[src/rtl/pcxd_pkg.sv]
// ----------------------------------------------------------------------------
// PCX decoder package
// Shared types, codes and sizes for the PCX image stream decoder.
// ----------------------------------------------------------------------------
package pcxd_pkg;

    localparam int MAX_WIDTH   = 1024;
    localparam int LINE_AW     = $clog2(MAX_WIDTH);
    localparam int QUEUE_DEPTH = 2;

    localparam logic [7:0] RLE_MARK     = 8'hC0;
    localparam logic [7:0] PAL_MARKER   = 8'd12;
    localparam logic [3:0] MARKER_TRIES = 4'd8;
    localparam logic [6:0] HEADER_LAST  = 7'd127;
    localparam logic [7:0] PAL_LAST     = 8'd255;

    localparam logic [3:0] ERR_TRUNCATED = 4'd0;
    localparam logic [3:0] ERR_MANUF     = 4'd1;
    localparam logic [3:0] ERR_VERSION   = 4'd2;
    localparam logic [3:0] ERR_ENCODING  = 4'd3;
    localparam logic [3:0] ERR_BPP       = 4'd4;
    localparam logic [3:0] ERR_PLANES    = 4'd5;
    localparam logic [3:0] ERR_WIDTH     = 4'd6;
    localparam logic [3:0] ERR_HEIGHT    = 4'd7;
    localparam logic [3:0] ERR_LINEBYTES = 4'd8;
    localparam logic [3:0] ERR_OVERRUN   = 4'd9;
    localparam logic [3:0] ERR_NOMARKER  = 4'd10;
    localparam logic [3:0] ERR_TOOWIDE   = 4'd11;

    typedef enum logic [2:0] {
        PH_HEADER, PH_PIXELS, PH_MARKER, PH_PALETTE, PH_DONE, PH_ERROR
    } phase_t;

    typedef enum logic [1:0] {
        KIND_HEADER, KIND_PIXEL, KIND_PALETTE, KIND_ERROR
    } kind_t;

    // How the back end treats each beat of a command.
    typedef enum logic [1:0] {
        MODE_EMIT, MODE_WR_RED, MODE_WR_GREEN, MODE_RGB
    } mode_t;

    typedef struct packed {
        mode_t       mode;
        kind_t       kind;
        logic [5:0]  count;
        logic [7:0]  red;
        logic [7:0]  green;
        logic [7:0]  blue;
        logic [15:0] column;
        logic [16:0] row;
        logic [15:0] dpi_x;
        logic [15:0] dpi_y;
        logic [3:0]  error_code;
        logic        image_end;
    } cmd_t;

    function automatic cmd_t make_error(input logic [3:0] code);
        cmd_t c;
        c            = '0;
        c.mode       = MODE_EMIT;
        c.kind       = KIND_ERROR;
        c.count      = 6'd1;
        c.error_code = code;
        c.image_end  = 1'b1;
        return c;
    endfunction

endpackage

[src/rtl/pcxd_cmd_fifo.sv]
// ----------------------------------------------------------------------------
// PCX decoder command queue
// Short queue that decouples the front end from the back end.
// ----------------------------------------------------------------------------
module pcxd_cmd_fifo
    import pcxd_pkg::*;
(
    input  logic aclk,
    input  logic aresetn,
    input  logic push,
    input  cmd_t push_cmd,
    output logic full,
    output logic not_empty,
    input  logic pop,
    output cmd_t head
);

    localparam int PW = $clog2(QUEUE_DEPTH);
    localparam int CW = $clog2(QUEUE_DEPTH + 1);

    cmd_t          mem [QUEUE_DEPTH];
    logic [PW-1:0] wr_ptr_reg, rd_ptr_reg;
    logic [CW-1:0] count_reg;

    assign full      = (count_reg == CW'(QUEUE_DEPTH));
    assign not_empty = (count_reg != '0);
    assign head      = mem[rd_ptr_reg];

    always_ff @(posedge aclk) begin
        if (push) begin
            mem[wr_ptr_reg] <= push_cmd;
        end
    end

    always_ff @(posedge aclk) begin
        if (!aresetn) begin
            wr_ptr_reg <= '0;
            rd_ptr_reg <= '0;
            count_reg  <= '0;
        end else begin
            if (push) begin
                wr_ptr_reg <= (wr_ptr_reg == PW'(QUEUE_DEPTH - 1)) ? '0 : wr_ptr_reg + 1'b1;
            end
            if (pop) begin
                rd_ptr_reg <= (rd_ptr_reg == PW'(QUEUE_DEPTH - 1)) ? '0 : rd_ptr_reg + 1'b1;
            end
            if (push && !pop) begin
                count_reg <= count_reg + 1'b1;
            end else if (pop && !push) begin
                count_reg <= count_reg - 1'b1;
            end
        end
    end

    a_count_bound: assert property (@(posedge aclk) disable iff (!aresetn)
        count_reg <= CW'(QUEUE_DEPTH))
        else $error("command queue count out of range");
    a_no_overflow: assert property (@(posedge aclk) disable iff (!aresetn)
        !(push && full))
        else $error("push into full command queue");
    a_no_underflow: assert property (@(posedge aclk) disable iff (!aresetn)
        !(pop && !not_empty))
        else $error("pop from empty command queue");

endmodule

[config.mk]
export PLATFORM = sky130hd
export DESIGN_NAME = pcxd_cmd_fifo
export DESIGN_NICKNAME = d
export VERILOG_FILES = /design/src/rtl/pcxd_pkg.sv /design/src/rtl/pcxd_cmd_fifo.sv
export SDC_FILE = /design/constraint.sdc
export NUM_CORES = 1
export LEC_CHECK = 0
export BUFFER_PORTS_ARGS = -buffer_cell sky130_fd_sc_hd__buf_2
export CORE_MARGIN = 2
export CORE_UTILIZATION = 56
export CTS_CLUSTER_SIZE = 20
export DETAILED_ROUTE_END_ITERATION = 12
export PLACE_DENSITY_LB_ADDON = 0.08
export SYNTH_ARGS = -nofsm -noshare
export SYNTH_HDL_FRONTEND = slang
export SYNTH_SLANG_ARGS = --single-unit
[constraint.sdc]
create_clock -name aclk -period 12.6 [get_ports aclk]
set_input_delay 3.78 -clock aclk [delete_from_list [all_inputs] [get_ports aclk]]
set_output_delay 3.78 -clock aclk [all_outputs]
set_load 0.005 [all_outputs]
==> run metrics <==
Synth top area share=78.3%; final core occ=70.5%; Syn Inst Count=346; # DRC=0; final period utilization=52.0%; Ports=214; via total after detailed routing=3892; CP required=8.82 ns; number of global-route vias before repair=4063; max reg flops=208; routing usage on met2=31.0%; RD Place Congestion=0.727; DR iter-0 viols=279; Pwr Density=156 mW/mm²; crit start category=register; HP Class=register to register; Worst Path Max Fanout=68; Worst-Skew Late Latency=0.47 ns; largest net degree at the start of global routing=81; Root Driver=clkbuf_16; Post-synth top cells=edfxtp_1, mux2_4, mux2_2; number of nets still failing antenna checks after routing=0; Synth async-reset ratio=0%; floorplan row count=43; CP Capture Type=primary output; DR pass1 iterations=4; mean post-synth cell area=23.0 µm²; Placed Cells=730; clock sink count=213; Hold Fails Final Rpt=0; P_leak=3.82 nW; post-synthesis register bit count=213; dpl hpwl=9.00 mm; crit path kind=register to primary output; RSZ-0062 raised after global routing=no; Final min period=6.56 ns; Area Growth Syn to Fin=22.6%; Core Area=0.0139 mm²; GR Util All Layers=17.8%; Synth Net Count=455; Post-Syn Area=0.00798 mm²; CTS tree=yes; port buffer count=213; count leader, synth=edfxtp_1; initial antenna violation count=1; Non-Filler Instances=767; first-pass GRT wire length=20.5 mm; CTS Buffer Depth=3; Primary FF master, synth=edfxtp_1; Max-Cap Viols=0; Routed WL per cell=18.1 µm; Starting Density=57.5%; met1 usage=21.3%; run status=completed; fin. max-slew vios=0; gr busiest metal=met2; sequential-to-total area share from yosys stat=79.6%; leading area contributor after synthesis=edfxtp_1; final setup violating endpoints=0; Least-Margin Pin Slew=1.15 ns; clk_skew=0.00515 ns; Final #Nets=682; die height=123 µm; Max-slew headroom=23.4%; CTS hold repair buffers=0; Die W=123 µm; number of synthesized flops with an enable pin=208; post-cts repair resize count=0; synth unique cells=18; met3 Track Usage GR=5.67%; FMAX=153 MHz; synth warn=0; worst vdd ir=0.152 mV; postcts setup bufs=0; post-DR vias/cell=5.07; drt total wl=13.9 mm; layout cells sized above 1=59.9%; Crit path arrival time=2.78 ns; Num CTS Buffers=21; TNS Setup=0 ns; ranking of synthesized cells by area=edfxtp_1, mux2_4, mux2_2; total grt overflow=0; Max H-tree Level=1; Die ar.=0.0152 mm²; Worst-path clk slew=0.06 ns
==> routing by layer <==
metal | part of all wire [%] | vias up
met2 | 53 | 143
met5 | 0 | -
met3 | 9.0 | 21
met1 | 37 | 1907
li1 | - | 1821
met4 | 1.6 | 0
==> metrics by stage <==
step                hold WS, ns  instance area [µm²]  worst slack (ns)  power, mW
floorplan                 0.461                 7980              3.69      0.938
CTS                       0.517                 9780              6.00       1.54
global route              0.556                 9780              5.89       1.59
global placement          0.472                 9190              6.55      0.997
finish                    0.512                 9780              6.04       1.53
detailed placement        0.507                 9190              6.51       1.00
==> final cells by class <==
class                   instances  area [µm²]
flip-flops and latches        213        6350
repair buffers                216        1090
fillers                       903        4100
inverters                       1        3.75
clock buffers                  27         548
diodes                          1        2.50
well taps                     180         225
clock inverters                 9        41.3
multi-input cells             120        1520
==> final timing paths <==
check,to,cells after the start,slack [ns],start
worst max-delay path,head[99],3,6.04,register
worst min-delay path,count_reg[1]$_SDFFE_PN0P_,2,0.51,count_reg[1]$_SDFFE_PN0P_
worst max register to register,mem[0][49]$_DFFE_PP_,2,10.16,wr_ptr_reg$_SDFFE_PN0P_
worst min register to register,count_reg[1]$_SDFFE_PN0P_,2,0.51,count_reg[1]$_SDFFE_PN0P_
==> placed cells by master (no fill, tap or decap), types with 2 or more instances in the layout <==
cell / n
mux2_4: 60
xor2_1: 2
clkinv_1: 3
clkbuf_1: 6
dfxtp_1: 4
and2_1: 3
edfxtp_1: 208
clkbuf_16: 21
mux2_2: 44
buf_2: 213
buf_4: 3
clkinv_2: 6
nor2b_1: 2
==> worst max-delay path: stages (launching register included) <==
cell and delay [ns]:
dfxtp_4 0.71, buf_4 0.95, mux2_2 0.43, buf_2 0.13
==> logic make-up after synthesis <==
logic type / after synthesis / share of synthesized area [%]
buffers and inverters: 13 / 1.47
flip-flops: 213 / 79.6
AND/OR/NAND/NOR: 9 / 0.706
XOR/XNOR: 3 / 0.330
adder cells (fa/ha/maj): 1 / 0.157
multiplexers: 104 / 17.5
AO/OA/AOI/OAI: 3 / 0.251
==> power breakdown <==
part / internal, mW / leakage [nW] / switching [mW] / total, mW
Sequential: 0.819 / 1.99 / 0.0144 / 0.834
Clock: 0.306 / 0.294 / 0.237 / 0.542
Combinational: 0.0855 / 1.53 / 0.0654 / 0.151
(Power assumes the default switching activity.)
