<file path="src/rtl/pcxd_pkg.sv">
// ----------------------------------------------------------------------------
// PCX decoder package
// Shared types, codes and sizes for the PCX image stream decoder.
// ----------------------------------------------------------------------------
package pcxd_pkg;

    localparam int MAX_WIDTH   = 1024;
    localparam int LINE_AW     = $clog2(MAX_WIDTH);
    localparam int QUEUE_DEPTH = 2;

    localparam logic [7:0] RLE_MARK     = 8'hC0;
    localparam logic [7:0] PAL_MARKER   = 8'd12;
    localparam logic [3:0] MARKER_TRIES = 4'd8;
    localparam logic [6:0] HEADER_LAST  = 7'd127;
    localparam logic [7:0] PAL_LAST     = 8'd255;

    localparam logic [3:0] ERR_TRUNCATED = 4'd0;
    localparam logic [3:0] ERR_MANUF     = 4'd1;
    localparam logic [3:0] ERR_VERSION   = 4'd2;
    localparam logic [3:0] ERR_ENCODING  = 4'd3;
    localparam logic [3:0] ERR_BPP       = 4'd4;
    localparam logic [3:0] ERR_PLANES    = 4'd5;
    localparam logic [3:0] ERR_WIDTH     = 4'd6;
    localparam logic [3:0] ERR_HEIGHT    = 4'd7;
    localparam logic [3:0] ERR_LINEBYTES = 4'd8;
    localparam logic [3:0] ERR_OVERRUN   = 4'd9;
    localparam logic [3:0] ERR_NOMARKER  = 4'd10;
    localparam logic [3:0] ERR_TOOWIDE   = 4'd11;

    typedef enum logic [2:0] {
        PH_HEADER, PH_PIXELS, PH_MARKER, PH_PALETTE, PH_DONE, PH_ERROR
    } phase_t;

    typedef enum logic [1:0] {
        KIND_HEADER, KIND_PIXEL, KIND_PALETTE, KIND_ERROR
    } kind_t;

    // How the back end treats each beat of a command.
    typedef enum logic [1:0] {
        MODE_EMIT, MODE_WR_RED, MODE_WR_GREEN, MODE_RGB
    } mode_t;

    typedef struct packed {
        mode_t       mode;
        kind_t       kind;
        logic [5:0]  count;
        logic [7:0]  red;
        logic [7:0]  green;
        logic [7:0]  blue;
        logic [15:0] column;
        logic [16:0] row;
        logic [15:0] dpi_x;
        logic [15:0] dpi_y;
        logic [3:0]  error_code;
        logic        image_end;
    } cmd_t;

    function automatic cmd_t make_error(input logic [3:0] code);
        cmd_t c;
        c            = '0;
        c.mode       = MODE_EMIT;
        c.kind       = KIND_ERROR;
        c.count      = 6'd1;
        c.error_code = code;
        c.image_end  = 1'b1;
        return c;
    endfunction

endpackage

</file>
<file path="src/rtl/pcxd_front.sv">
// ----------------------------------------------------------------------------
// PCX decoder front end
// Parses the header, tracks RLE and line position, issues at most one command per byte.
// ----------------------------------------------------------------------------
module pcxd_front
    import pcxd_pkg::*;
(
    input  logic       aclk,
    input  logic       aresetn,
    input  logic       in_valid,
    output logic       in_ready,
    input  logic [7:0] in_byte,
    input  logic       in_eof,
    output logic       push,
    output cmd_t       push_cmd,
    input  logic       q_full
);

    phase_t      phase_reg, phase_next;
    logic [6:0]  hdr_cnt_reg, hdr_cnt_next;
    logic [31:0] ids_reg, ids_next;
    logic [15:0] min_x_reg, min_x_next, min_y_reg, min_y_next;
    logic [15:0] max_x_reg, max_x_next, max_y_reg, max_y_next;
    logic [15:0] line_bytes_reg, line_bytes_next;
    logic [1:0]  planes_reg, planes_next;
    logic [31:0] dpi_reg, dpi_next;
    logic        fill_reg, fill_next;
    logic [5:0]  run_reg, run_next;
    logic [15:0] left_reg, left_next;
    logic [15:0] col_reg, col_next;
    logic [16:0] row_reg, row_next;
    logic [1:0]  plane_reg, plane_next;
    logic [3:0]  scan_reg, scan_next;
    logic [1:0]  comp_reg, comp_next;
    logic [7:0]  entry_reg, entry_next;
    logic [15:0] staged_reg, staged_next;

    logic        acc;
    logic [16:0] width, height;
    logic        do_fill;
    logic [5:0]  fill_n;
    logic [16:0] c_end, emit_end, n_eff;
    logic [15:0] left_after;
    cmd_t        cmd;
    logic        cmd_ok;

    assign in_ready = !q_full;
    assign acc      = in_valid && !q_full;
    assign width    = (max_x_reg >= min_x_reg) ?
                      ({1'b0, max_x_reg} - {1'b0, min_x_reg} + 17'd1) : 17'd0;
    assign height   = (max_y_reg >= min_y_reg) ?
                      ({1'b0, max_y_reg} - {1'b0, min_y_reg} + 17'd1) : 17'd0;
    assign c_end    = {1'b0, col_reg} + {11'd0, fill_n};
    assign emit_end = (c_end > width) ? width : c_end;
    assign n_eff    = ({1'b0, col_reg} < width) ? (emit_end - {1'b0, col_reg}) : 17'd0;
    assign left_after = left_reg - {10'd0, fill_n};

    always_ff @(posedge aclk) begin
        if (!aresetn) begin
            phase_reg      <= PH_HEADER;
            hdr_cnt_reg    <= '0;
            ids_reg        <= '0;
            min_x_reg      <= '0;
            min_y_reg      <= '0;
            max_x_reg      <= '0;
            max_y_reg      <= '0;
            line_bytes_reg <= '0;
            planes_reg     <= '0;
            dpi_reg        <= '0;
            fill_reg       <= 1'b0;
            run_reg        <= '0;
            left_reg       <= '0;
            col_reg        <= '0;
            row_reg        <= '0;
            plane_reg      <= '0;
            scan_reg       <= '0;
            comp_reg       <= '0;
            entry_reg      <= '0;
            staged_reg     <= '0;
        end else begin
            phase_reg      <= phase_next;
            hdr_cnt_reg    <= hdr_cnt_next;
            ids_reg        <= ids_next;
            min_x_reg      <= min_x_next;
            min_y_reg      <= min_y_next;
            max_x_reg      <= max_x_next;
            max_y_reg      <= max_y_next;
            line_bytes_reg <= line_bytes_next;
            planes_reg     <= planes_next;
            dpi_reg        <= dpi_next;
            fill_reg       <= fill_next;
            run_reg        <= run_next;
            left_reg       <= left_next;
            col_reg        <= col_next;
            row_reg        <= row_next;
            plane_reg      <= plane_next;
            scan_reg       <= scan_next;
            comp_reg       <= comp_next;
            entry_reg      <= entry_next;
            staged_reg     <= staged_next;
        end
    end

    always_comb begin
        phase_next      = phase_reg;
        hdr_cnt_next    = hdr_cnt_reg;
        ids_next        = ids_reg;
        min_x_next      = min_x_reg;
        min_y_next      = min_y_reg;
        max_x_next      = max_x_reg;
        max_y_next      = max_y_reg;
        line_bytes_next = line_bytes_reg;
        planes_next     = planes_reg;
        dpi_next        = dpi_reg;
        fill_next       = fill_reg;
        run_next        = run_reg;
        left_next       = left_reg;
        col_next        = col_reg;
        row_next        = row_reg;
        plane_next      = plane_reg;
        scan_next       = scan_reg;
        comp_next       = comp_reg;
        entry_next      = entry_reg;
        staged_next     = staged_reg;
        cmd             = '0;
        cmd_ok          = 1'b0;
        do_fill         = 1'b0;
        fill_n          = '0;

        if (acc) begin
            unique case (phase_reg)
                PH_HEADER: begin
                    case (hdr_cnt_reg)
                        7'd0:  ids_next[7:0]        = in_byte;
                        7'd1:  ids_next[15:8]       = in_byte;
                        7'd2:  ids_next[23:16]      = in_byte;
                        7'd3:  ids_next[31:24]      = in_byte;
                        7'd4:  min_x_next[7:0]      = in_byte;
                        7'd5:  min_x_next[15:8]     = in_byte;
                        7'd6:  min_y_next[7:0]      = in_byte;
                        7'd7:  min_y_next[15:8]     = in_byte;
                        7'd8:  max_x_next[7:0]      = in_byte;
                        7'd9:  max_x_next[15:8]     = in_byte;
                        7'd10: max_y_next[7:0]      = in_byte;
                        7'd11: max_y_next[15:8]     = in_byte;
                        7'd12: dpi_next[7:0]        = in_byte;
                        7'd13: dpi_next[15:8]       = in_byte;
                        7'd14: dpi_next[23:16]      = in_byte;
                        7'd15: dpi_next[31:24]      = in_byte;
                        7'd65: planes_next = (in_byte == 8'd1) ? 2'd1 :
                                             ((in_byte == 8'd3) ? 2'd3 : 2'd0);
                        7'd66: line_bytes_next[7:0]  = in_byte;
                        7'd67: line_bytes_next[15:8] = in_byte;
                        default: ;
                    endcase
                    hdr_cnt_next = hdr_cnt_reg + 7'd1;
                    if (hdr_cnt_reg == HEADER_LAST) begin
                        cmd_ok = 1'b1;
                        priority if (ids_reg[7:0] != 8'd10) begin
                            cmd = make_error(ERR_MANUF);
                        end else if (ids_reg[15:8] != 8'd5) begin
                            cmd = make_error(ERR_VERSION);
                        end else if (ids_reg[23:16] != 8'd1) begin
                            cmd = make_error(ERR_ENCODING);
                        end else if (ids_reg[31:24] != 8'd8) begin
                            cmd = make_error(ERR_BPP);
                        end else if (planes_reg == 2'd0) begin
                            cmd = make_error(ERR_PLANES);
                        end else if (width == 17'd0) begin
                            cmd = make_error(ERR_WIDTH);
                        end else if (height == 17'd0) begin
                            cmd = make_error(ERR_HEIGHT);
                        end else if ({1'b0, line_bytes_reg} != ((width + 17'd1) & ~17'd1)) begin
                            cmd = make_error(ERR_LINEBYTES);
                        end else if (planes_reg == 2'd3 && width > 17'(MAX_WIDTH)) begin
                            cmd = make_error(ERR_TOOWIDE);
                        end else begin
                            cmd.mode   = MODE_EMIT;
                            cmd.kind   = KIND_HEADER;
                            cmd.count  = 6'd1;
                            cmd.column = width[15:0];
                            cmd.row    = height;
                            cmd.dpi_x  = dpi_reg[15:0];
                            cmd.dpi_y  = dpi_reg[31:16];
                        end
                        if (cmd.kind == KIND_ERROR) begin
                            phase_next = PH_ERROR;
                        end else begin
                            phase_next = PH_PIXELS;
                            left_next  = line_bytes_reg;
                            col_next   = '0;
                            row_next   = '0;
                            plane_next = '0;
                            fill_next  = 1'b0;
                            run_next   = '0;
                        end
                    end
                end
                PH_PIXELS: begin
                    if (fill_reg) begin
                        fill_n    = run_reg;
                        fill_next = 1'b0;
                        run_next  = '0;
                        do_fill   = 1'b1;
                    end else if (in_byte < RLE_MARK) begin
                        fill_n  = 6'd1;
                        do_fill = 1'b1;
                    end else if (in_byte[5:0] != 6'd0) begin
                        if ({10'd0, in_byte[5:0]} > left_reg) begin
                            cmd        = make_error(ERR_OVERRUN);
                            cmd_ok     = 1'b1;
                            phase_next = PH_ERROR;
                        end else begin
                            fill_next = 1'b1;
                            run_next  = in_byte[5:0];
                        end
                    end
                end
                PH_MARKER: begin
                    if (in_byte == PAL_MARKER) begin
                        phase_next  = PH_PALETTE;
                        comp_next   = '0;
                        entry_next  = '0;
                        staged_next = '0;
                    end else begin
                        scan_next = scan_reg + 4'd1;
                        if (scan_next >= MARKER_TRIES) begin
                            cmd        = make_error(ERR_NOMARKER);
                            cmd_ok     = 1'b1;
                            phase_next = PH_ERROR;
                        end
                    end
                end
                PH_PALETTE: begin
                    unique case (comp_reg)
                        2'd0: begin
                            staged_next[7:0] = in_byte;
                            comp_next        = 2'd1;
                        end
                        2'd1: begin
                            staged_next[15:8] = in_byte;
                            comp_next         = 2'd2;
                        end
                        default: begin
                            cmd.mode      = MODE_EMIT;
                            cmd.kind      = KIND_PALETTE;
                            cmd.count     = 6'd1;
                            cmd.red       = staged_reg[7:0];
                            cmd.green     = staged_reg[15:8];
                            cmd.blue      = in_byte;
                            cmd.column    = {8'd0, entry_reg};
                            cmd.image_end = (entry_reg == PAL_LAST);
                            cmd_ok        = 1'b1;
                            comp_next     = 2'd0;
                            entry_next    = entry_reg + 8'd1;
                            if (entry_reg == PAL_LAST) begin
                                phase_next = PH_DONE;
                            end
                        end
                    endcase
                end
                default: ;
            endcase

            // A run never crosses a plane line, so one command covers it.
            if (do_fill) begin
                cmd.kind   = KIND_PIXEL;
                cmd.count  = n_eff[5:0];
                cmd.column = col_reg;
                cmd.row    = row_reg;
                if (planes_reg == 2'd1) begin
                    cmd.mode = MODE_EMIT;
                    cmd.red  = in_byte;
                end else if (plane_reg == 2'd0) begin
                    cmd.mode = MODE_WR_RED;
                    cmd.red  = in_byte;
                end else if (plane_reg == 2'd1) begin
                    cmd.mode = MODE_WR_GREEN;
                    cmd.red  = in_byte;
                end else begin
                    cmd.mode      = MODE_RGB;
                    cmd.blue      = in_byte;
                    cmd.image_end = (row_reg + 17'd1 == height) && (emit_end == width);
                end
                cmd_ok = (n_eff != 17'd0);
                if (left_after == 16'd0) begin
                    col_next  = '0;
                    left_next = line_bytes_reg;
                    if (planes_reg == 2'd3 && plane_reg < 2'd2) begin
                        plane_next = plane_reg + 2'd1;
                    end else begin
                        plane_next = '0;
                        row_next   = row_reg + 17'd1;
                        if (row_next == height) begin
                            phase_next = (planes_reg == 2'd1) ? PH_MARKER : PH_DONE;
                            scan_next  = '0;
                        end
                    end
                end else begin
                    col_next  = c_end[15:0];
                    left_next = left_after;
                end
            end

            // The end-of-file byte always rearms; an unfinished image reports truncation.
            if (in_eof) begin
                if (phase_reg != PH_ERROR && phase_next != PH_ERROR && phase_next != PH_DONE) begin
                    cmd    = make_error(ERR_TRUNCATED);
                    cmd_ok = 1'b1;
                end
                phase_next      = PH_HEADER;
                hdr_cnt_next    = '0;
                ids_next        = '0;
                min_x_next      = '0;
                min_y_next      = '0;
                max_x_next      = '0;
                max_y_next      = '0;
                line_bytes_next = '0;
                planes_next     = '0;
                dpi_next        = '0;
                fill_next       = 1'b0;
                run_next        = '0;
                left_next       = '0;
                col_next        = '0;
                row_next        = '0;
                plane_next      = '0;
                scan_next       = '0;
                comp_next       = '0;
                entry_next      = '0;
                staged_next     = '0;
            end
        end
    end

    assign push     = cmd_ok;
    assign push_cmd = cmd;

endmodule

</file>
<file path="config.mk">
export PLATFORM = sky130hd
export DESIGN_NAME = pcxd_front
export DESIGN_NICKNAME = d
export VERILOG_FILES = /design/src/rtl/pcxd_pkg.sv /design/src/rtl/pcxd_front.sv
export SDC_FILE = /design/constraint.sdc
export NUM_CORES = 1
export LEC_CHECK = 0
export BUFFER_PORTS_ARGS = -buffer_cell sky130_fd_sc_hd__buf_2
export CAP_MARGIN = 20
export CORE_UTILIZATION = 40
export CTS_BUF_LIST = sky130_fd_sc_hd__clkbuf_4 sky130_fd_sc_hd__clkbuf_8 sky130_fd_sc_hd__clkbuf_16
export CTS_CLUSTER_DIAMETER = 120
export DETAILED_ROUTE_END_ITERATION = 8
export GPL_TIMING_DRIVEN = 1
export HOLD_SLACK_MARGIN = 0.02
export PLACE_DENSITY_LB_ADDON = 0.08
export SYNTH_ARGS = -nofsm -noshare
export SYNTH_HDL_FRONTEND = slang
export SYNTH_SLANG_ARGS = --single-unit
export TNS_END_PERCENT = 1
</file>
<file path="constraint.sdc">
create_clock -name aclk -period 14.9 [get_ports aclk]
set_input_delay 0.745 -clock aclk [delete_from_list [all_inputs] [get_ports aclk]]
set_output_delay 0.745 -clock aclk [all_outputs]
set_load 0.005 [all_outputs]
</file>
==> reports/results.txt, run 1 <==
The post-route netlist has 10.1% of its cells at a drive strength greater than 1. The number of nets in the synthesized netlist is 2736. The flow ran to the end, and the final reports show no timing, DRC or antenna violations.

For the number of antenna violations at the first check in global routing, the log shows 0. Sequential cells were found to cover 25.0% of the synthesized design area. Wire length per cell after detailed routing: 21.4 um. The top fanout value on the critical path was 19. For the overall track demand over capacity in global routing, the log shows 27.1%.

The number of sinks handled by clock tree synthesis is 244. Clock-pin slew was measured on the worst setup and hold paths at 0.06 ns. Summing every instance area after synthesis gives 19500 um^2. For this run, the detailed router's first-pass iteration total came to 5. Setup clock skew after layout: 0.0396 ns. Clock tree synthesis selected as its root buffer the cell sky130_fd_sc_hd__clkbuf_16. The area growth from synthesis to layout is 10.7%.

The die covers 49700 um^2. The synthesized design contains 0 enable-type register cells. The I/O pin count is 119. The number of post-CTS setup repair buffers is 0. The slew at the pin closest to its max-slew limit came out at 1.10 ns.

Setup violations remaining at the end of the flow were counted as 0. The number of synthesis warnings was 0. Classification of the worst setup path: flip-flop to output pin.

The detail-routed via count per cell was 5.90. Placeable core region: 47900 um^2. The global-route wire length before repair was 106 mm; the number of failing hold endpoints at the final stage was 0. The depth of the CTS H-tree is 1.

The post-placement setup slack was 5.16 ns. The largest single stage delay on the critical path is 0.54 ns. The cell leakage power is 0.00880 uW, and the number of cells produced by synthesis is 2562.

The tools report the number of placement rows as 80. For the data required time of the worst path, the log shows 14.16 ns. Derived from the worst setup path, the maximum achievable clock frequency is 0.0996 GHz. The worst hold path class is flip-flop to flip-flop. The number of buffers on the longest clock path is 3.

The max-slew violation count came out at 0. The fraction of post-synthesis cell area in the top cell type by area is 25.0%. Library cell with the largest summed area after synthesis: sky130_fd_sc_hd__dfxtp_1. For the setup slack of the critical path after layout, the log shows 4.86 ns. For this run, design rule violations remaining after detail routing come to 0.

Counting flops with an async set or reset pin after synthesis yields a share of 0%. Entering global routing, the biggest net connects 99 pins. The x dimension of the die works out to 223 um.

The vias after detailed routing is 19100, and the initial detailed-routing violation count is 1627. The count of nets left with antenna violations once routing finished came out at 0. In this run, post-CTS hold repair placed 0 buffers.

In this run the power density over the cells is 69.4 nW/um^2. The clock reaches the later pin of the worst-skew pair after 0.61 ns. After filler insertion, the fill cell instance count of the layout stands at 4839. The half-perimeter wire length of the detailed placement result is 51.6 mm. The prevailing post-synth register cell was sky130_fd_sc_hd__dfxtp_1. Across the whole layout, storage elements account for 4880 um^2.

The tools report the kind of end point of the critical path as an output pin. The initial core utilization was 40.8%. The startpoint class of the critical path was a flip-flop. The leading cell type in the layout, fill and taps excluded is sky130_fd_sc_hd__o21ai_0. The logs give 30 for the number of clock buffers inserted by TritonCTS and 92.8 uV for the maximum vdd ir drop.

TritonCTS built the clock tree. Post-CTS repair changed the size of 0 cells. At the end of routability-driven placement, the weighted congestion stood at 0.933. The utilization after layout is 45.1%, and the area taken by multi-input logic gates is 13500 um^2. The final layout net count is 2770, and the number of input and output port buffers inserted is 118.

The worst pin sits at a relative slew slack of 26.6%. The run gives 17700 as the via count of the first global-routing pass. Data arrival at the endpoint of the critical path: 9.30 ns. Ranked by total cell area, the synthesized netlist is headed by sky130_fd_sc_hd__dfxtp_1 (25%), sky130_fd_sc_hd__ha_1 (9.1%), sky130_fd_sc_hd__o21ai_0 (6.3%).

The final worst-path cycle share is 67.4%. Setup repair after global routing left no endpoint under its margin. The most frequent cell on the critical path is sky130_fd_sc_hd__a21oi_1. Measured along the y axis, the die boundary spans 223 um. Aggregate negative setup slack: 0 ns. For the max-capacitance violation count, the log shows 0.

In the layout the commonest cells are sky130_fd_sc_hd__o21ai_0 (246), sky130_fd_sc_hd__dfxtp_1 (244), sky130_fd_sc_hd__nand3_1 (198). The synthesized design contains 244 register bits. The cell at the slowest stage of the critical path was sky130_fd_sc_hd__a2111oi_0.

After synthesis, the netlist uses 97 different library cells. Averaged over all synthesized cells, the footprint is 7.63 um^2. For this run the aggregate overflow at the end of global routing stands at 0. The total length of routed wires was 69.3 mm. The worst path in the final design needs a cycle of 10.04 ns, including I/O delays and setup.
==> stage by stage <==
step                hold slack (ns)  instances  instance area (um^2)  total power, uW
floorplan                     0.425       2562                 19500              702
global placement              0.438       3176                 20500              729
detailed placement            0.465       3178                 20600              730
CTS                           0.482       3233                 21600             1520
global route                  0.509       3234                 21600             1550
finish                        0.479       3235                 21600             1500
==> critical path, delay by kind of cell, from the launching register on <==
family          cells  cell delay, ns
simple gates       10            1.59
compound gates     19            4.00
flops               1            0.49
buf+inv             4            0.55
fa+ha+maj           5            1.58
xor+xnor            2            0.50
==> metal layers <==
metal  wire [um]  GRT usage (%)
met1       33000           39.1
met2       31100           43.1
met3        3460           2.48
met4        1740           6.81
met5           0              0
==> cells by family after synthesis <==
kind of cell | share of synthesized area [%]
DFF | 25.0
and+or+nand+nor | 29.5
muxes | 2.13
buffers and inverters | 6.08
adders and majority gates | 11.0
xor gates and xnor gates | 4.72
AOI/OAI and AO/OA | 21.6
==> power breakdown <==
group          switching (uW)  internal [uW]  leakage (uW)
clock network             316            468      0.000532
logic                    48.8           13.1       0.00630
registers               0.660            653       0.00196
==> path summary, 6_finish.rpt <==
kind | startpoint | endpoint | slack, ns | cells past startpoint
setup / recovery | phase_reg[2] | push | 4.86 | 40
hold / removal | plane_reg[1] | plane_reg[1] | 0.48 | 2
setup reg to reg | min_x_reg[10] | left_reg[13] | 7.12 | 25
hold reg to reg | plane_reg[1] | plane_reg[1] | 0.48 | 2
==> layout make-up <==
type	instances	area share, %
Multi-Input combinational cell	2012	62.4
Sequential cell	244	22.6
Clock buffer	44	4.13
Timing Repair Buffer	147	3.77
Tap cell	615	3.56
Inverter	161	2.79
Clock inverter	11	0.752
Antenna cell	1	0.0116
==> cells in the mapped netlist (24+ instances only) <==
library cell               instances
sky130_fd_sc_hd__nand4_1          33
sky130_fd_sc_hd__nand3_1         198
sky130_fd_sc_hd__nor2_1          139
sky130_fd_sc_hd__nor3_1           55
sky130_fd_sc_hd__ha_1            142
sky130_fd_sc_hd__o21ai_0         247
sky130_fd_sc_hd__and2_1          163
sky130_fd_sc_hd__a21oi_1         105
sky130_fd_sc_hd__nor4_1           34
sky130_fd_sc_hd__and3_1           74
sky130_fd_sc_hd__a21o_1           24
sky130_fd_sc_hd__dfxtp_1         244
sky130_fd_sc_hd__nand2_1         160
sky130_fd_sc_hd__xnor2_1          64
sky130_fd_sc_hd__mux2i_1          36
sky130_fd_sc_hd__nor2b_1          50
sky130_fd_sc_hd__inv_1           158
sky130_fd_sc_hd__clkbuf_1        108
sky130_fd_sc_hd__xor2_1           35
sky130_fd_sc_hd__nand2b_1         32
Note: power is estimated with default switching activity, not from simulation.
==> inputs of run 2 (changes only) <==
- ABC_AREA: unset -> 1
- clock period: 14.9 -> 9.9 ns (I/O delays scaled with it)
==> reports/results.txt, run 2 <==
The flow ran to the end, and the final reports show no timing, DRC or antenna violations. The worst setup path is launched from a flip-flop. The cell area power density was 162 nW/um^2 (+130%). Global-route track usage on met1: 40.4% (+1.3 points). The slowest stage of the critical path belongs to the cell sky130_fd_sc_hd__fa_1.

The run gives 0.377 ns (-0.102 ns) as the final-layout worst hold slack. The longest individual stage delay on the worst path was 0.40 ns (-0.14 ns). The tools report the number of placement rows as 79 (-1.3%). The total setup violations reported at the end of the flow was 0 (unchanged).

Based on the critical path, the design can be clocked at up to 0.110 GHz. The wire length per cell after detailed routing was 18.3 um (-15%). For this run, the leading register cell type out of synthesis is sky130_fd_sc_hd__dfxtp_1. The switching power share of the total came out at 37.8% (+13 points). The startpoint identified for the worst register-to-register timing path is phase_reg[2].

Leaving out fill and tap cells, the most frequent cell in the layout is sky130_fd_sc_hd__nand2_1. Number of standard cells in the layout, taps in and fillers out: 3647 (+13%). The number of antenna violations at the first check in global routing came out at 1 (+1).

Worst setup path startpoint: phase_reg[2]. The via count of the first global-routing pass was 17600 (-0.77%); the met3 track utilization from global routing was 5.39% (+2.9 points). For the number of cells produced by synthesis, the log shows 2933 (+14%).

The min-delay analysis places its worst path in the category primary input to flip-flop. The antenna violation net count after detailed routing is 0 (unchanged). Counting instances in the post-synthesis netlist gives the leading cell types as sky130_fd_sc_hd__nand2_1 (684), sky130_fd_sc_hd__inv_1 (378), sky130_fd_sc_hd__a21oi_1 (348), sky130_fd_sc_hd__nor2_1 (278), sky130_fd_sc_hd__dfxtp_1 (244). The layer flagged by global routing as most heavily used is met1. The endpoint identified for the worst register-to-register timing path is col_reg[1]. The run gives 18800 um^2 (-3.7%) as the synthesized area.

For the initial detailed-routing violation count, the log shows 1706 (+4.9%). Hold path startpoint: in_byte[5]. The shortest clock period the worst path allows after layout was 9.06 ns; the depth of the CTS H-tree was 2 (+1).

Per-instance average area after synthesis: 6.42 um^2 (-16%). The max-slew violation count is 0 (unchanged), and the fraction of post-synthesis cell area in the top cell type by area is 25.9% (+0.95 points). The logs give 27.4% (+0.27 points) for the overall track demand over capacity in global routing and 101 mm (-4.5%) for the global-route wire length before repair.

Maximum vdd ir drop: 116 uV (+25%). Number of buffers on the longest clock path: 3 (unchanged). The remaining max-slew budget at the tightest pin was 30.8% (+4.1 points). Internal cell power: 2140 uW (+88%). The number of enable-type register cells in the synthesized netlist is 0 (unchanged).

The cell count after placement is 3590 (+13%), and the top fanout value on the critical path is 38 (+19). The run gives 8.57 ns (-0.73 ns) as the data arrival at the endpoint of the critical path. The number of clock buffers inserted by TritonCTS was 34 (+13%); the register-to-register path setup slack was 3.51 ns (-3.61 ns). The tools report the number of sinks handled by clock tree synthesis as 244 (unchanged). The sequential fraction of the synthesis area was 25.9% (+0.95 points); the part of the power in the clock network was 36.8% (-16 points). For the layout filler cell count, the log shows 4913 (+1.5%). The post-synthesis net count is 3107 (+14%), and the final worst-path cycle share is 91.5%.

The run gives 0.56 ns (-0.05 ns) as the clock latency on the worst-skew pair. For the placer congestion estimate, the log shows 0.978 (+4.8%). The cell depth of the worst setup path works out to 52 (+30%). Counting stages on the worst path, the most repeated cell is sky130_fd_sc_hd__inv_1. The height of the die was 219 um (-1.8%). The tools report the capturing element of the worst setup path as push. The logs give 19500 (+2.4%) for the vias after detailed routing and 30.0% (-14 points) for the relative contribution of sequential cells to total power. The share of synthesized registers carrying an async set or reset was 0% (unchanged); the setup clock skew after layout was 0.0177 ns (-0.0218 ns). The clock transition at the register clock pins on the worst setup and hold paths after CTS was 0.06 ns (about the same); the total length of routed wires was 66.6 mm (-3.8%). The tools report the number of detailed-route iterations in the first pass as 5 (unchanged). The worst setup path is of the flip-flop to output pin kind.

The detail-routed via count per cell was 5.36 (-9.2%); the depth of the most critical reg-to-reg path was 31 (+24%). For the count of cell types in the netlist, the log shows 57 (-41%). Yosys attributes the largest share of cell area to sky130_fd_sc_hd__dfxtp_1 (26%), sky130_fd_sc_hd__nand2_1 (14%), sky130_fd_sc_hd__ha_1 (9.4%). The run gives 0 (unchanged) as the number of DRC violations after detailed routing. The library cell with the largest summed area after synthesis is sky130_fd_sc_hd__dfxtp_1. The final layout net count is 3195 (+15%). For the number of failing hold endpoints at the final stage, the log shows 0 (unchanged). In this run the clock root is driven by a sky130_fd_sc_hd__clkbuf_16.

From synthesis to final layout, the design area changed by 12.3%. The post-synthesis sequential element count is 244 (unchanged), and the share of power burned in combinational logic is 33.2% (+29 points). For the aggregate negative setup slack, the log shows 0 ns (unchanged). Among all cell types in the netlist, the one instantiated most often is sky130_fd_sc_hd__nand2_1. Slew at the pin closest to its max-slew limit: 1.03 ns (-0.0688 ns).

The worst setup path is captured at an output pin. The half-perimeter wire length of the detailed placement result came out at 50.8 mm (-1.5%). The die outline area was 47900 um^2 (-3.6%); the antenna diode instance count was 0 (-1). The logs give 46500 um^2 (-3.1%) for the placeable core region and 119 (unchanged) for the I/O pin count. In the layout the commonest cells are sky130_fd_sc_hd__nand2_1 (683), sky130_fd_sc_hd__inv_1 (378), sky130_fd_sc_hd__a21oi_1 (347). The x dimension of the die works out to 219 um (-1.8%).

The global route total overflow was 0 (unchanged); the number of input and output port buffers inserted was 118 (unchanged). The run gives 9.41 ns (-4.75 ns) as the data required time of the worst path. The max-capacitance violation count was 0 (unchanged). The tools report the number of synthesis warnings as 0 (unchanged).

The initial core utilization is 40.5% (-0.23 points). The tools report the switching power of the nets as 1300 uW (+250%). Broken down by cell family, the worst path's largest delay share belongs to simple AND/OR/NAND/NOR gates. Setup repair after global routing left no endpoint under its margin. The combined buffer and inverter count along the critical path is 11 (+7). The fraction of final layout cells sized beyond drive strength 1 is 9.28% (-0.80 points), and the met2 track demand over resource is 39.8% (-3.3 points). TritonCTS built the clock tree. The logs give 92 (-7.1%) for the maximum number of pins on one net before global-route repair and 0.00915 uW (+4.0%) for the cell leakage power.
## run 2: cell count changes after synthesis, moves of 36 or more
cell and change:
sky130_fd_sc_hd__nor2_1 +139, sky130_fd_sc_hd__o21ai_0 -55, sky130_fd_sc_hd__a21oi_1 +243, sky130_fd_sc_hd__inv_1 +220, sky130_fd_sc_hd__nand2_1 +524, sky130_fd_sc_hd__clkbuf_1 -41
sky130_fd_sc_hd__and3_1 -73, sky130_fd_sc_hd__xnor2_1 -47, sky130_fd_sc_hd__and2_1 -161, sky130_fd_sc_hd__nor2b_1 -50, sky130_fd_sc_hd__mux2i_1 -36
## run 2: worst register-to-register path: cells and delay by family (launching register included)
kind | cells | cell delay [ns]
flops | 1 | 0.35
xor+xnor | 1 | 0.27
fa+ha+maj | 2 | 0.65
compound gates | 5 | 0.99
buf+inv | 7 | 1.37
simple gates | 16 | 2.69
## run 2: power groups by stage
stage                     combinational [uW]  clock (uW)  sequential, uW
after detailed placement                1110           0            1050
after CTS                               1120        1290            1030
final                                   1140        1260            1030
after global placement                  1100           0            1050
after floorplan                          837           0            1040
after global routing                    1280        1320            1030
## run 2: layout make-up
type,count,area [um^2],share of cell area [%]
Timing Repair Buffer,146,817,3.87
Tap cell,607,759,3.59
Inverter,405,1520,7.20
Clock inverter,10,173,0.817
Sequential cell,244,4880,23.1
Clock buffer,45,958,4.53
Multi-Input combinational cell,2190,12000,56.9
## run 2: kinds of logic (layout without fill, tap and decap cells)
kind of cell             after synthesis  in the layout  synth area share (%)
XOR/XNOR                              86             86                  4.00
AO/OA/AOI/OAI                        634            634                  17.9
buffers and inverters                499            606                  10.4
adder cells (fa/ha/maj)              161            161                  11.5
AND/OR/NAND/NOR                     1309           1309                  30.3
flip-flops                           244            244                  25.9
## run 2: worst min-delay path by stage
stage | end | cells after the start | slack, ns
2_1_floorplan | staged_reg[10] | 2 | 0.42
3_3_place_gp | staged_reg[3] | 2 | 0.43
3_5_place_dp | staged_reg[3] | 2 | 0.44
4_1_cts | run_reg[5] | 3 | 0.34
5_1_grt | planes_reg[1] | 3 | 0.38
6_report | run_reg[5] | 3 | 0.38
## run 2: through the flow
| stage | power, uW | area (um^2) | utilization, % | setup WS [ns] |
|---|---|---|---|---|
| 2_1_floorplan | 1880 | 18800 | - | 1.68 |
| 3_3_place_gp | 2150 | 20000 | 42.9 | 1.11 |
| 3_5_place_dp | 2170 | 20000 | 42.9 | 0.981 |
| 4_1_cts | 3440 | 21100 | 45.4 | 0.344 |
| 5_1_grt | 3640 | 21100 | 45.5 | 0.0540 |
| 6_report | 3430 | 21100 | 45.5 | 0.839 |
## run 2: repair_timing
item | in CTS | in global routing
setup buffers | 0 | 0
hold endpoints to repair | 0 | 0
gates resized for setup | 0 | 9
setup endpoints to repair | 0 | 1
hold buffers | 0 | 0
## run 2: per-layer routing
metal	wire length (um)	up-vias
li1	-	9775
met1	32600	9035
met2	27200	649
met3	5230	85
met4	1640	2
met5	13	-
